--- config.mk ---
export PLATFORM = sky130hd
export DESIGN_NAME = kqs_ctrl
export DESIGN_NICKNAME = d
export VERILOG_FILES = /design/src/sv/kqs_pkg.sv /design/src/sv/kqs_ctrl.sv
export SDC_FILE = /design/constraint.sdc
export NUM_CORES = 1
export LEC_CHECK = 0
export ABC_AREA = 0
export ABC_CLOCK_PERIOD_IN_PS = 1500
export BUFFER_PORTS_ARGS = -buffer_cell sky130_fd_sc_hd__buf_2
export CORE_AREA = 2 2 39 41
export CTS_CLUSTER_SIZE = 14
export DETAILED_ROUTE_END_ITERATION = 6
export DIE_AREA = 0 0 41 43
export PLACE_DENSITY = 0.66
export RECOVER_POWER = 25
export SETUP_SLACK_MARGIN = 0.02
export SYNTH_ARGS = -nofsm -noshare
export SYNTH_HDL_FRONTEND = slang
export SYNTH_SLANG_ARGS = --single-unit
--- constraint.sdc ---
create_clock -name clock -period 1.5 [get_ports clock]
set_input_delay 0.15 -clock clock [delete_from_list [all_inputs] [get_ports clock]]
set_output_delay 0.15 -clock clock [all_outputs]
set_load 0.005 [all_outputs]
--- src/sv/kqs_pkg.sv ---
package kqs_pkg;

   localparam int MAX_ITEMS_DEF = 256;
   localparam int DATA_W        = 32;
   localparam int RANK_W        = 9;
   localparam int CMD_W         = 2;
   localparam int STATUS_W      = 2;

   localparam logic [CMD_W-1:0] CMD_CLEAR  = 2'd0;
   localparam logic [CMD_W-1:0] CMD_APPEND = 2'd1;
   localparam logic [CMD_W-1:0] CMD_QUERY  = 2'd2;

   localparam logic [STATUS_W-1:0] STATUS_OK       = 2'd0;
   localparam logic [STATUS_W-1:0] STATUS_FULL     = 2'd1;
   localparam logic [STATUS_W-1:0] STATUS_BAD_RANK = 2'd2;

   typedef struct packed {
      logic [CMD_W-1:0]         cmd;
      logic signed [DATA_W-1:0] value;
      logic [RANK_W-1:0]        rank;
   } req_type;

   typedef struct packed {
      logic signed [DATA_W-1:0] selected;
      logic [STATUS_W-1:0]      status;
   } rsp_type;

   typedef enum logic [3:0] {
      ST_IDLE,
      ST_PIVOT_RD,
      ST_PIVOT_LD,
      ST_RIGHT_RD,
      ST_RIGHT_EV,
      ST_LEFT_RD,
      ST_LEFT_EV,
      ST_PLACE
   } ctl_state_type;

   typedef enum logic [3:0] {
      DP_NONE,
      DP_CLEAR,
      DP_APPEND,
      DP_START,
      DP_PIVOT_RD,
      DP_PIVOT_LD,
      DP_RD_RIGHT,
      DP_RD_LEFT,
      DP_R_DEC,
      DP_R_MOVE,
      DP_L_INC,
      DP_L_MOVE,
      DP_PLACE_DONE,
      DP_PLACE_HIGH,
      DP_PLACE_LOW
   } dp_op_type;

   typedef enum logic [1:0] {
      RSP_ZERO,
      RSP_FULL,
      RSP_BAD,
      RSP_PIVOT
   } rsp_kind_type;

   typedef struct packed {
      dp_op_type    op;
      logic         rsp_load;
      rsp_kind_type rsp_kind;
   } dp_cmd_type;

   typedef struct packed {
      logic store_full;
      logic rank_bad;
      logic lt;
      logic right_hit;
      logic left_hit;
      logic placed_eq;
      logic placed_gt;
   } dp_stat_type;

endpackage

--- src/sv/kqs_ctrl.sv ---
module kqs_ctrl (
   input  logic                       clock,
   input  logic                       reset,
   input  logic                       req_valid,
   output logic                       req_ready,
   input  logic [kqs_pkg::CMD_W-1:0]  req_cmd,
   output logic                       rsp_valid,
   input  logic                       rsp_ready,
   input  kqs_pkg::dp_stat_type       stat,
   output kqs_pkg::dp_cmd_type        cmd
);
   import kqs_pkg::*;

   ctl_state_type state_ff, state_in;
   logic          rsp_valid_ff, rsp_valid_in;
   logic          req_fire;

   assign req_ready = (state_ff == ST_IDLE) && (!rsp_valid_ff || rsp_ready);
   assign req_fire  = req_valid && req_ready;

   always_comb begin
      state_in = state_ff;
      cmd      = '{op: DP_NONE, rsp_load: 1'b0, rsp_kind: RSP_ZERO};
      case (state_ff)
         ST_IDLE: begin
            if (req_fire) begin
               case (req_cmd)
                  CMD_CLEAR: begin
                     cmd = '{op: DP_CLEAR, rsp_load: 1'b1, rsp_kind: RSP_ZERO};
                  end
                  CMD_APPEND: begin
                     cmd = '{op: DP_APPEND, rsp_load: 1'b1,
                             rsp_kind: stat.store_full ? RSP_FULL : RSP_ZERO};
                  end
                  CMD_QUERY: begin
                     if (stat.rank_bad) begin
                        cmd = '{op: DP_NONE, rsp_load: 1'b1, rsp_kind: RSP_BAD};
                     end else begin
                        cmd.op   = DP_START;
                        state_in = ST_PIVOT_RD;
                     end
                  end
                  default: begin
                     cmd = '{op: DP_NONE, rsp_load: 1'b1, rsp_kind: RSP_ZERO};
                  end
               endcase
            end
         end
         ST_PIVOT_RD: begin
            cmd.op   = DP_PIVOT_RD;
            state_in = ST_PIVOT_LD;
         end
         ST_PIVOT_LD: begin
            cmd.op   = DP_PIVOT_LD;
            state_in = ST_RIGHT_RD;
         end
         ST_RIGHT_RD: begin
            if (stat.lt) begin
               cmd.op   = DP_RD_RIGHT;
               state_in = ST_RIGHT_EV;
            end else begin
               state_in = ST_PLACE;
            end
         end
         ST_RIGHT_EV: begin
            if (stat.right_hit) begin
               cmd.op   = DP_R_DEC;
               state_in = ST_RIGHT_RD;
            end else begin
               cmd.op   = DP_R_MOVE;
               state_in = ST_LEFT_RD;
            end
         end
         ST_LEFT_RD: begin
            if (stat.lt) begin
               cmd.op   = DP_RD_LEFT;
               state_in = ST_LEFT_EV;
            end else begin
               state_in = ST_PLACE;
            end
         end
         ST_LEFT_EV: begin
            if (stat.left_hit) begin
               cmd.op   = DP_L_INC;
               state_in = ST_LEFT_RD;
            end else begin
               cmd.op   = DP_L_MOVE;
               state_in = ST_RIGHT_RD;
            end
         end
         ST_PLACE: begin
            if (stat.placed_eq) begin
               cmd      = '{op: DP_PLACE_DONE, rsp_load: 1'b1, rsp_kind: RSP_PIVOT};
               state_in = ST_IDLE;
            end else if (stat.placed_gt) begin
               cmd.op   = DP_PLACE_HIGH;
               state_in = ST_PIVOT_RD;
            end else begin
               cmd.op   = DP_PLACE_LOW;
               state_in = ST_PIVOT_RD;
            end
         end
         default: begin
            state_in = ST_IDLE;
         end
      endcase
   end

   always_comb begin
      if (cmd.rsp_load) begin
         rsp_valid_in = 1'b1;
      end else if (rsp_ready) begin
         rsp_valid_in = 1'b0;
      end else begin
         rsp_valid_in = rsp_valid_ff;
      end
   end

   always_ff @(posedge clock) begin
      if (reset) begin
         state_ff     <= ST_IDLE;
         rsp_valid_ff <= 1'b0;
      end else begin
         state_ff     <= state_in;
         rsp_valid_ff <= rsp_valid_in;
      end
   end

   assign rsp_valid = rsp_valid_ff;

   a_no_overwrite: assert property (@(posedge clock) disable iff (reset)
      cmd.rsp_load |-> (!rsp_valid_ff || rsp_ready))
      else $error("result loaded over a waiting beat");

   a_query_no_early_rsp: assert property (@(posedge clock) disable iff (reset)
      (req_fire && req_cmd == CMD_QUERY && !stat.rank_bad) |=> !rsp_valid_ff)
      else $error("result shown before the search finished");

   a_eval_ordered: assert property (@(posedge clock) disable iff (reset)
      (state_ff == ST_RIGHT_EV || state_ff == ST_LEFT_EV) |-> stat.lt)
      else $error("compare step with crossed pointers");

endmodule

==> summary.md, run 1 <==
| Metric | Value |
|---|---|
| Die span in x | 41 um |
| Hold path start | reset |
| DR vias/cell | 5.44 |
| GPL Wtd Cong | between 0.8 and 0.9 |
| Core Footprint | 1380 um^2 |
| Die Height | between 40 and 50 um |
| Max Clock Skew | approximately 0.0014 ns |
| Die area | 1760 um^2 |
| Synthesized flop and latch total | 4 |
| Layout net count | 95 |
| Syn_area_per_cell | ~7.9 um^2 |
| Distinct cells, synth | 35 |
| Starting DRC count in detailed routing | 4 |
| Htree depth | 1 |
| Post-synthesis sequential area ratio | a little under a fifth |
| R2R Path Start | state_ff[1]$_SDFFE_PP0P_ |
| Clk sinks | 4 |
| Wire per inst | 12.6 um |
| Prevailing post-synth register cell | dfxtp_1 |
| Setup TNS | 0 ns |
| Max cap viols | 0 |
| Layout cells sized above 1 | around 53% |
| Worst-margin pin slew | 0.262 ns |
| Reg2Reg Depth | 4 |
| Starting Density | between 30% and 40% |
| Status | finished, final reports clean |
| WHS Path Cells | 2 |
| F_max | 0.703 GHz |
| Post-Synthesis Cells | 55 |
| First-pass GRT wire length | 1540 um |
| Leakage | 0.277 nW |
| DP HPWL | 821 um |
| Cell Pwr Density | approximately 540 nW/um^2 |
| Top cell type by total area after synthesis | dfxtp_1 |
| Crit path time final | approximately 1.4 ns |
| Final instance count without filler cells | 96 |
| Crit Path Max Fanout | 7 |
| P&R area growth vs syn | 41.0% |
| Synth Warn # | 0 |
| Synth top area share | 18.3% |
| Critical path startpoint category | flop |
| Pin count of the biggest net entering global routing | 13 |
| Total wire length | between 1000 and 1500 um |
| Worst VDD drop | around 0.13 mV |
| WP data required | approximately 1.4 ns |
| Ports | 22 |
| Vias in the first global route | about 400 |
| ANT cells | 0 |
| Final hold viol count | 0 |
| Clk Latency, worst-skew pair | 0.24 ns |
| Clock transition at path regs | approximately 0.04 ns |
| EDFF count, synth | 0 |
| CTS tree | done |
| Flop2flop setup slack | about 0.24 ns |
| Final setup fails | 0 |
| Pre-antenna DRT Iters | 4 |
| Hold WC Path Type | input port to flop |
| Ys async rst share | 0% |
| Maximum clock insertion buffer count | 2 |
| Slew headroom | about 83% |
| Slew Viols, Final | 0 |
| Crit. End Element | output pin |
| Reg2reg end | state_ff[0]$_SDFFE_PP0P_ |
| CTS buffer count | 3 |
| Top post-synthesis cells by count | dfxtp_1, o21ai_1 |
| Syn Nets | 68 |
| Antenna-violating nets left | 0 |
| Root Driver | clkbuf_4 |
| Worst Path Class, Setup | flop to output pin |
| Detailed-route via count | between 500 and 600 |
| Fin Hold WS | 0.116 ns |
| Post-Place Cells | 90 |
| Row count | 14 |
| I/O Buffers | 21 |
| Top area cells in the synthesized netlist | dfxtp_1, o211ai_1, o21ai_1 |
| Initial antenna violation count | 0 |
| Tcrit/Tclk final | about 95% |
| RSZ-0062 raised after global routing | false |
| Mapped cell area | 437 um^2 |
| Grt total ovfl | 0 |
| Hold EP | state_ff[0]$_SDFFE_PP0P_ |
| Drt drc | 0 |
| Critical path data arrival time | 1.27 ns |
| Total track usage | about an eighth |
## sequential cells by signal, indices dropped and copies added (netlist names)
signal	cells
state_ff	3
rsp_valid	1
## routing by layer
| metal | routed length (um) | global-route usage, % | vias up |
|---|---|---|---|
| li1 | - | - | 263 |
| met4 | 16 | 12.0 | 0 |
| met2 | 619 | 18.4 | 10 |
| met1 | 529 | 16.1 | 247 |
| met3 | 42 | 0 | 2 |
| met5 | 0 | 0 | - |
## timing repair
| item | 4_1_cts | 5_1_grt |
|---|---|---|
| hold buffers | 0 | 0 |
| setup endpoints to repair | 5 | 5 |
| gates resized for setup | 5 | 5 |
| setup buffers | 0 | 3 |
| pin swaps | 1 | 3 |
## kinds of logic (layout without fill, tap and decap cells)
| group | after synthesis | count (layout) | share of synthesized area (%) |
|---|---|---|---|
| multiplexers | 1 | 1 | 2.29 |
| flip-flops | 4 | 4 | 18.3 |
| AO/OA/AOI/OAI | 23 | 23 | 37.3 |
| AND/OR/NAND/NOR | 20 | 20 | 32.4 |
| buffers and inverters | 7 | 32 | 9.74 |
## area by class of cell
class / instances / area, um^2
fill: 153 / 768
multi-input combinational: 44 / 335
clock buffer: 3 / 22.5
timing repair buffer: 26 / 138
tap: 16 / 20.0
inverter: 3 / 11.3
sequential: 4 / 88.8
## per-stage QoR
stage               instance area [um^2]  setup slack [ns]  util [%]  power, mW
detailed placement                   546             0.110      39.4      0.195
global placement                     546             0.100      39.4      0.195
finish                               616            0.0778      44.5      0.331
CTS                                  579            0.0213      41.9      0.339
floorplan                            437             0.409         -      0.157
global route                         616            0.0260      44.5      0.348
## critical path, cell delays in order (launching register included)
cell      delay [ns]
dfxtp_4         0.36
and2b_4         0.29
o21ai_2         0.08
o211ai_1        0.16
buf_2           0.14
## power by group
group          total [mW]  internal, mW  switching (mW)
registers           0.113         0.107         0.00542
clock network       0.138        0.0898          0.0479
logic              0.0804        0.0417          0.0388
total               0.331         0.239          0.0920
## cells in the final DEF, fill, tap and decap left out, types with 2 or more instances in the layout
cell type and n:
a21oi_1 2, and3b_1 2, buf_2 21, buf_4 3, clkbuf_2 2, clkbuf_4 3
dfxtp_4 2, inv_1 3, nand2_1 3, nor2b_1 2, o211ai_1 3, o21ai_0 2
o21ai_1 3
## how the worst max path moves through the flow
| stage | from | to | slack, ns | cells past startpoint |
|---|---|---|---|---|
| final | state_ff[1]$_SDFFE_PP0P_ | cmd[4] | 0.08 | 4 |
| after global routing | state_ff[1]$_SDFFE_PP0P_ | cmd[1] | 0.03 | 4 |
| after CTS | state_ff[2]$_SDFFE_PP0P_ | cmd[4] | 0.02 | 4 |
| after detailed placement | state_ff[2]$_SDFFE_PP0P_ | cmd[4] | 0.11 | 4 |
| after global placement | state_ff[2]$_SDFFE_PP0P_ | cmd[4] | 0.10 | 4 |
| after floorplan | state_ff[1]$_SDFFE_PP0P_ | cmd[3] | 0.41 | 4 |
No activity file was read; power rests on OpenSTA's default activity.
==> inputs of run 2 (changes only) <==
Settings changed: PLACE_DENSITY 0.66 to unset.
==> summary.md, run 2 (synthesized netlist as in run 1, its figures left out) <==
| Metric | Value |
|---|---|
| Fillcell total | 150 (was 153) |
| ANT cells | 0 (unchanged) |
| Core Footprint | 1380 um^2 (unchanged) |
| Clock transition at path regs | 0.04 ns (about the same) |
| Slowest cell on crit path | dfxtp_4 (unchanged) |
| Crit. End Element | output pin (unchanged) |
| Row count | 14 (unchanged) |
| Largest Register | state_ff (unchanged) |
| WP data required | 1.35 ns (about the same) |
| P&R area growth vs syn | 41.0% (unchanged) |
| GPL Wtd Cong | 0.871 (was 0.876) |
| Pre-antenna DRT Iters | 3 (was 4) |
| RSZ-0062 raised after global routing | true (was false) |
| Reg2Reg Depth | 4 (unchanged) |
| Clk Latency, worst-skew pair | 0.24 ns (about the same) |
| Worst Path Class, Setup | flop to output pin (unchanged) |
| Max Clock Skew | 0.00165 ns (was 0.00137 ns) |
| Crit path time final | 1.48 ns (was 1.42 ns) |
| Max FFs per register | 3 (unchanged) |
| Reg area | 91.3 um^2 (was 88.8 um^2) |
| Clk sinks | 4 (unchanged) |
| Starting DRC count in detailed routing | 6 (was 4) |
| Layout net count | 95 (unchanged) |
| Detailed-route via count | 518 (was 522) |
| Layout cells sized above 1 | 50.0% (was 52.5%) |
| Total wire length | 1130 um (was 1210 um) |
| Slowest stage delay, CP | 0.36 ns (about the same) |
| Crit-path cells | buf_4 -> and3b_1 -> o211ai_1 -> o221ai_2 -> buf_2 (was and2b_4 -> o21ai_2 -> o211ai_1 -> buf_2) |
| Wire per inst | 11.8 um (was 12.6 um) |
| Initial antenna violation count | 0 (unchanged) |
| Final hold viol count | 0 (unchanged) |
| Utilization after layout | 44.5% (unchanged) |
| Design Area, Final | 616 um^2 (unchanged) |
| DR vias/cell | 5.40 (was 5.44) |
| Htree depth | 1 (unchanged) |
| Maximum clock insertion buffer count | 2 (unchanged) |
| I/O Buffers | 21 (unchanged) |
| Status | finished, final reports clean (unchanged) |
| Pwr Total | 0.330 mW (was 0.331 mW) |
| Pin count of the biggest net entering global routing | 15 (was 13) |
| Hold EP | state_ff[0]$_SDFFE_PP0P_ (unchanged) |
| Slew headroom | 84.2% (was 82.5%) |
| Final worst slack | 0.0248 ns (was 0.0778 ns) |
| F_max | 0.678 GHz (was 0.703 GHz) |
| CTS buffer count | 3 (unchanged) |
| Crit Path Max Fanout | 6 (was 7) |
| Total track usage | 13.9% (was 12.8%) |
| Antenna-violating nets left | 0 (unchanged) |
| Ports | 22 (unchanged) |
| Vias in the first global route | 444 (was 397) |
| Post-Place Cells | 90 (unchanged) |
| Cell Pwr Density | 536 nW/um^2 (was 537 nW/um^2) |
| Tcrit/Tclk final | 98.3% (was 94.8%) |
| Drt drc | 0 (unchanged) |
| Worst VDD drop | 0.357 mV (was 0.128 mV) |
| Most common cell after layout, fill and taps aside | buf_2 (unchanged) |
| Slew Viols, Final | 0 (unchanged) |
| Die area | 1760 um^2 (unchanged) |
| Root Driver | clkbuf_4 (unchanged) |
| Reg2reg end | state_ff[1]$_SDFFE_PP0P_ (was state_ff[0]$_SDFFE_PP0P_) |
| Area occupied by multi-input gates | 332 um^2 (was 335 um^2) |
| CTS Hold Buffers Added | 0 (unchanged) |
| R2R Path Start | state_ff[1]$_SDFFE_PP0P_ (unchanged) |
| Critical path data arrival time | 1.33 ns (was 1.27 ns) |
| Final setup fails | 0 (unchanged) |
| WHS Path Cells | 2 (unchanged) |
| Die Height | 43 um (unchanged) |
| Hold WC Path Type | input port to flop (unchanged) |
| Max cap viols | 0 (unchanged) |
| Worst-margin pin slew | 0.236 ns (was 0.262 ns) |
| Grt total ovfl | 0 (unchanged) |
| Critical path startpoint category | flop (unchanged) |
| DP HPWL | 805 um (was 821 um) |
| Hold path start | reset (unchanged) |
| First-pass GRT wire length | 1730 um (was 1540 um) |
| Final instance count without filler cells | 96 (unchanged) |
| Post-Place Setup Slack | 0.125 ns (was 0.110 ns) |
| Starting Density | 31.6% (unchanged) |
| Flop2flop setup slack | 0.22 ns (was 0.24 ns) |
| Die span in x | 41 um (unchanged) |
| Leakage | 0.272 nW (was 0.277 nW) |
| CTS tree | done (unchanged) |
| Placed Area | 546 um^2 (unchanged) |
| Most frequent cells in the layout | buf_2, buf_4 |
run 2: cell types whose count changed in the layout (fill, tap and decap cells not counted):
cell / previous run / this run
a21oi_1: 2 / 3
a21oi_2: 1 / 0
buf_2: 21 / 20
buf_4: 3 / 4
clkbuf_1: 0 / 1
clkbuf_2: 2 / 1
dfxtp_2: 1 / 0
dfxtp_4: 2 / 3
run 2: worst max-delay path by stage:
stage	from	end	slack (ns)	cells after the start
final	state_ff[1]$_SDFFE_PP0P_	cmd[3]	0.02	5
after global routing	state_ff[1]$_SDFFE_PP0P_	cmd[3]	-0.05	5
after CTS	state_ff[1]$_SDFFE_PP0P_	cmd[3]	0.02	5
after detailed placement	state_ff[1]$_SDFFE_PP0P_	cmd[3]	0.13	4
after global placement	state_ff[1]$_SDFFE_PP0P_	cmd[3]	0.14	4
after floorplan	state_ff[1]$_SDFFE_PP0P_	cmd[3]	0.41	4
run 2: power breakdown:
part | internal, mW | switching (mW)
combinational | 0.0418 | 0.0381
clock | 0.0898 | 0.0485
sequential | 0.106 | 0.00586
total | 0.238 | 0.0925
run 2: per-layer routing:
metal	vias up	track usage (%)	wire length, um
met1	231	18.8	532
met3	2	6.28	92
li1	267	-	-
met2	18	20.0	490
met4	0	2.67	19
met5	-	0	0
run 2: critical path, delay by kind of cell (launching register included):
family | cells | cell delay, ns
AO/OA/AOI/OAI | 2 | 0.29
buffers and inverters | 2 | 0.27
flip-flops | 1 | 0.36
AND/OR/NAND/NOR | 1 | 0.16
run 2: area by class of cell:
cell class,count,share of cell area (%)
Multi-Input combinational cell,44,53.9
Tap cell,16,3.25
Clock buffer,3,3.66
Timing Repair Buffer,26,22.6
Sequential cell,4,14.8
Inverter,3,1.83
run 2: stage by stage:
| step | setup TNS, ns | hold WS, ns |
|---|---|---|
| 6_report | 0 | 0.120 |
| 5_1_grt | -0.0937 | 0.118 |
| 4_1_cts | 0 | 0.120 |
| 3_5_place_dp | 0 | 0.376 |
| 3_3_place_gp | 0 | 0.377 |
| 2_1_floorplan | 0 | 0.215 |
run 2: what timing repair did:
item | 4_1_cts | 5_1_grt
endpoints found under the setup margin | 6 | 5
pin swaps | 1 | 3
resized for setup | 4 | 7
buffers inserted | 1 | 2
cloned | 0 | 0
